$ cat src/design/fuc_pkg.sv
// Types and constants for the filename UTF-8 checker.
`default_nettype none

package fuc_pkg;

  // Byte codes used by the name checks; slash, backslash, percent and DEL are never allowed in a name
  localparam logic [7:0] CH_SPACE  = 8'h20;
  localparam logic [7:0] CH_PCT    = 8'h25;
  localparam logic [7:0] CH_DOT    = 8'h2e;
  localparam logic [7:0] CH_SLASH  = 8'h2f;
  localparam logic [7:0] CH_BSLASH = 8'h5c;
  localparam logic [7:0] CH_DEL    = 8'h7f;

  // Code point limits
  localparam logic [20:0] CP_MIN2     = 21'h00080;
  localparam logic [20:0] CP_MIN3     = 21'h00800;
  localparam logic [20:0] CP_MIN4     = 21'h10000;
  localparam logic [20:0] CP_SURR_LO  = 21'h0d800;
  localparam logic [20:0] CP_SURR_HI  = 21'h0dfff;
  localparam logic [20:0] CP_MAX      = 21'h10ffff;

  // Decoder state carried from byte to byte
  typedef struct packed {
    logic [1:0]  cont_left;
    logic [2:0]  seq_len;
    logic [20:0] code_point;
    logic        bad_seen;
    logic        only_dots;
  } fuc_state_t;

  localparam fuc_state_t FUC_STATE_RST = '{
    cont_left:  2'd0,
    seq_len:    3'd0,
    code_point: 21'd0,
    bad_seen:   1'b0,
    only_dots:  1'b1
  };

endpackage

`default_nettype wire

$ cat src/design/fuc_step.sv
// Next decoder state for one non-terminator name byte.
`default_nettype none

module fuc_step
  import fuc_pkg::*;
(
  input  wire logic [7:0] name_byte,
  input  fuc_state_t      cur,
  output fuc_state_t      nxt
);

  logic [20:0] cp_acc;
  logic [1:0]  cl_dec;
  logic        do_lead;

  always_comb begin
    nxt     = cur;
    cp_acc  = {cur.code_point[14:0], name_byte[5:0]};
    cl_dec  = cur.cont_left - 2'd1;
    do_lead = 1'b1;

    if (name_byte != CH_DOT) nxt.only_dots = 1'b0;
    if (name_byte < CH_SPACE || name_byte == CH_DEL || name_byte == CH_SLASH ||
        name_byte == CH_BSLASH || name_byte == CH_PCT) begin
      nxt.bad_seen = 1'b1;
    end

    if (cur.cont_left != 2'd0) begin
      if (name_byte[7:6] == 2'b10) begin
        do_lead        = 1'b0;
        nxt.code_point = cp_acc;
        nxt.cont_left  = cl_dec;
        if (cl_dec == 2'd0) begin
          // sequence complete: overlong, surrogate and range checks
          if ((cur.seq_len == 3'd2 && cp_acc < CP_MIN2) ||
              (cur.seq_len == 3'd3 && cp_acc < CP_MIN3) ||
              (cur.seq_len == 3'd4 && cp_acc < CP_MIN4) ||
              (cp_acc >= CP_SURR_LO && cp_acc <= CP_SURR_HI) ||
              cp_acc > CP_MAX) begin
            nxt.bad_seen = 1'b1;
          end
          nxt.seq_len    = 3'd0;
          nxt.code_point = '0;
        end
      end else begin
        // broken sequence: drop it and treat this byte as a new lead
        nxt.bad_seen   = 1'b1;
        nxt.cont_left  = 2'd0;
        nxt.seq_len    = 3'd0;
        nxt.code_point = '0;
      end
    end

    if (do_lead && name_byte[7]) begin
      priority casez (name_byte)
        8'b110?_???? : begin
          nxt.code_point = {16'd0, name_byte[4:0]};
          if (name_byte[4:1] == 4'd0) begin
            nxt.bad_seen = 1'b1;
          end else begin
            nxt.cont_left = 2'd1;
            nxt.seq_len   = 3'd2;
          end
        end
        8'b1110_???? : begin
          nxt.code_point = {17'd0, name_byte[3:0]};
          nxt.cont_left  = 2'd2;
          nxt.seq_len    = 3'd3;
        end
        8'b1111_0??? : begin
          nxt.code_point = {18'd0, name_byte[2:0]};
          if (name_byte[2:0] > 3'd4) begin
            nxt.bad_seen = 1'b1;
          end else begin
            nxt.cont_left = 2'd3;
            nxt.seq_len   = 3'd4;
          end
        end
        default: nxt.bad_seen = 1'b1;
      endcase
    end
  end

endmodule

`default_nettype wire

$ cat config.mk
export PLATFORM = sky130hd
export DESIGN_NAME = fuc_step
export DESIGN_NICKNAME = d
export VERILOG_FILES = /design/src/design/fuc_pkg.sv /design/src/design/fuc_step.sv
export SDC_FILE = /design/constraint.sdc
export NUM_CORES = 1
export LEC_CHECK = 0
export ABC_AREA = 1
export BUFFER_PORTS_ARGS = -buffer_cell sky130_fd_sc_hd__buf_2
export CORE_AREA = 2 2 56 58
export DETAILED_ROUTE_END_ITERATION = 6
export DIE_AREA = 0 0 58 60
export PLACE_DENSITY = 0.58
export SETUP_SLACK_MARGIN = 0.5
export SLEW_MARGIN = 20
export SYNTH_ARGS = -nofsm -noshare
export SYNTH_HDL_FRONTEND = slang
export SYNTH_SLANG_ARGS = --single-unit
export TNS_END_PERCENT = 50
$ cat constraint.sdc
create_clock -name vclk -period 6.4
set_input_delay 1.92 -clock vclk [all_inputs]
set_output_delay 1.92 -clock vclk [all_outputs]
set_load 0.05 [all_outputs]
# Word-level counts from Yosys, hierarchy flattened
# Index checks and enable logic that the tools add are counted.
[word_totals] register_bits=0 inputBits=36 output_inout_bits=28 elab_cells=52
[classes] addsub=1 order_cmp=8 n_eq_ne=12 muxes=15 reduce_logical=16
[op_table] operator="$mux 27" count=3
[op_table] operator="$pmux 26 s3" count=1
[op_table] operator="$mux 25" count=1
[op_table] operator="$ge 21x16->1 const B" count=1
[op_table] operator="$gt 21x21->1 const B" count=1
[op_table] operator="$le 21x16->1 const B" count=1
[op_table] operator="$lt 21x12->1 const B" count=1
[op_table] operator="$lt 21x17->1 const B" count=1
[op_table] operator="$lt 21x8->1 const B" count=1
[op_table] operator="$eq 8x6->1 const B" count=2
[op_table] operator="$eq 8x7->1 const B" count=2
[op_table] operator="$mux 5" count=2
[op_table] operator="$logic_or 1x1->1" count=8
[op_table] operator="$lt 8x6->1 const B" count=1
[op_table] operator="$ne 8x6->1 const B" count=1
[op_table] operator="$mux 1" count=7
[op_table] operator="$eq 3x2->1 const B" count=2
[op_table] operator="$eq 3x3->1 const B" count=2
[op_table] operator="$eq 5x5->1 const B" count=1
[op_table] operator="$logic_and 1x1->1" count=5
[op_table] operator="$eq 4x4->1 const B" count=1
[op_table] operator="$logic_not 4->1" count=1
[op_table] operator="$gt 3x3->1 const B" count=1
[op_table] operator="$pmux 1 s3" count=1
[op_table] operator="other kinds (4)" count=4

# Depth between registers and ports, before layout
[logic_depth] ltp_word=13 mapped_depth=9 depth_no_buf=9

# Worst setup path before layout
# OpenSTA, ideal clock, no wires.
[synth_path] path_type="input to output" start="in name_byte[4]" end="out nxt[0] in the netlist's numbering" arrival_ns=3.614 t_required_ns=4.480 setup_slack_ns=0.866 stages=3 path_buffers=0 cell_sequence="inv_1 nand2_1 nor4_1"
[synth_lines] item="from (decl)" line="fuc_step.sv:7" source="input wire logic [7:0] name_byte,"
[synth_lines] item="to (decl)" line="fuc_step.sv:9" source="output fuc_state_t nxt"

==> metrics.txt <==
outcome completed; Antenna diodes 0; Tcrit/Tclk final 82.6%; die height 60 µm; hold_ws 4250 ps; I/O Pins 64; Min-Delay Endpoint nxt[0]; most frequent cells in the layout buf_2, nand2_1, nand3_1, inv_1, a21oi_1; # clk buffers 0; cells along the critical path buf_2, inv_1, ha_1, buf_4, nor2_8, nand2_2, o21ai_1, nand2_1, o21ai_0, buf_2; max_cap viols 0; hold buffer count at CTS 0; Post-Syn Instances 177; placer's final routability congestion estimate 0.851; Post-Layout Cell Count 270; wire per inst 10.7 µm; Worst EP arrival 3370 ps; DRC 0; Total GRT Usage 16.8%; detail-routed via count per cell 4.81; worst min path class in -> out; Peak VDD IR 0.0411 mV; min Tclk post-route 5290 ps; Fill cells 364; Nets 277; final wirelength 2900 µm; slowest CP cell buf_2; post-synthesis cell type count 24; setup bufs post-CTS 0; First-pass DRT Iterations 4; Max Fclk 0.189 GHz; vias in the first global route 1140; sequential fraction of the synthesis area 0%; total standard cell area after synthesis 837 µm²; num sequential 0; Hold Crit Start cur[0]; first-pass GRT wire length 4770 µm; unrepaired setup endpoints after global routing no; initial core utilization 28.8%; Mapped Nets 215; crit path launch type input port; number of antenna violations at the first check in global routing 0; WS Path Type in -> out; Top Family by Delay on Critical Path buffers and inverters; endpoints failing setup 0; final hold vios 0; post-route ant nets 0; initial DRC count 62; pin count of the biggest net entering global routing 24; layout cell share with drive strength beyond 1 31.2%; post-CTS sizing 0; Core Area 2900 µm²; final setup TNS 0 ps; cell count of the worst hold path 4; final core utilization 40.6%; post-DP HPWL 2440 µm; via count 1300; Die W 58 µm; PwrDens 96.5 nW/µm²; placed cell count 270; grt ovf 0; area grow syn2layout 40.7%; std cell rows 20; leading cell type in the layout, fill and taps excluded buf_2; Static Leak 0.000671 µW; CP Max Fanout 23; Syn Area/Cell 4.73 µm²; number of I/O port buffers 64; synth warn 0; CP Buf/Inv Count 4; die area 3480 µm²; Slew Viols, Final 0; Setup crit end kind output pin; Worst EP required 4480 ps; largest stage delay on the critical path 290 ps; Slew headroom 67.7%; FF+latch area 0 µm²; Worst path depth 10; Slew @ Worst Pin 481 ps; most used cell along the critical path buf_2
synthesized netlist by cell type, drive strengths merged:
| library cell | instances | area share (%) |
|---|---|---|
| a21oi | 20 | 12 |
| buf | 3 | 2.5 |
| clkbuf | 2 | 0.90 |
| clkinv | 1 | 0.45 |
| ha | 2 | 3.0 |
| inv | 28 | 13 |
| nand2 | 53 | 24 |
| nand3 | 26 | 16 |
| nand4 | 4 | 3.0 |
| nor2 | 16 | 10 |
| nor3 | 7 | 4.2 |
| nor4 | 1 | 0.75 |
| o211ai | 1 | 0.90 |
| o21ai | 10 | 7.3 |
| o21bai | 1 | 0.90 |
| o22ai | 1 | 0.75 |
| o31ai | 1 | 0.90 |
worst max path at each step:
| stage | from | endpoint |
|---|---|---|
| 5_1_grt | cur[27] | nxt[2] |
| 4_1_cts | cur[26] | nxt[5] |
| 3_3_place_gp | cur[26] | nxt[6] |
| 2_1_floorplan | name_byte[4] | nxt[0] |
| 6_report | cur[26] | nxt[6] |
| 3_5_place_dp | cur[26] | nxt[5] |
stage by stage:
step / setup WS (ps) / total power, µW / area [µm²]
floorplan: 866 / 80.2 / 837
global placement: 1100 / 114 / 1180
detailed placement: 1100 / 114 / 1180
CTS: 1100 / 114 / 1180
global route: 955 / 124 / 1180
finish: 1110 / 114 / 1180
kinds of logic after synthesis:
group | after synthesis | synth area share [%]
AND/OR/NAND/NOR | 107 | 57.8
AO/OA/AOI/OAI | 34 | 22.7
adder cells (fa/ha/maj) | 2 | 2.99
buffers and inverters | 34 | 16.4
routing by layer:
metal  vias up  GRT usage [%]  routed length [µm]
met5         -              0                   0
met4         0              0                   0
met3         0           2.16                 255
met2        49           31.5                1350
met1       548           21.6                1300
li1        703              -                   -
final cells by class:
cell class	instances	area (µm²)	share of cell area (%)
multi-input cells	143	699	59.4
repair buffers	65	328	27.8
inverters	29	109	9.25
well taps	33	41.3	3.51
where the power goes:
part	total [µW]	internal, µW	switching, µW
clock network	0	0	0
logic	114	29.8	83.8
registers	0	0	0
total	114	29.8	83.8
Power figures use the tool's default switching activity.
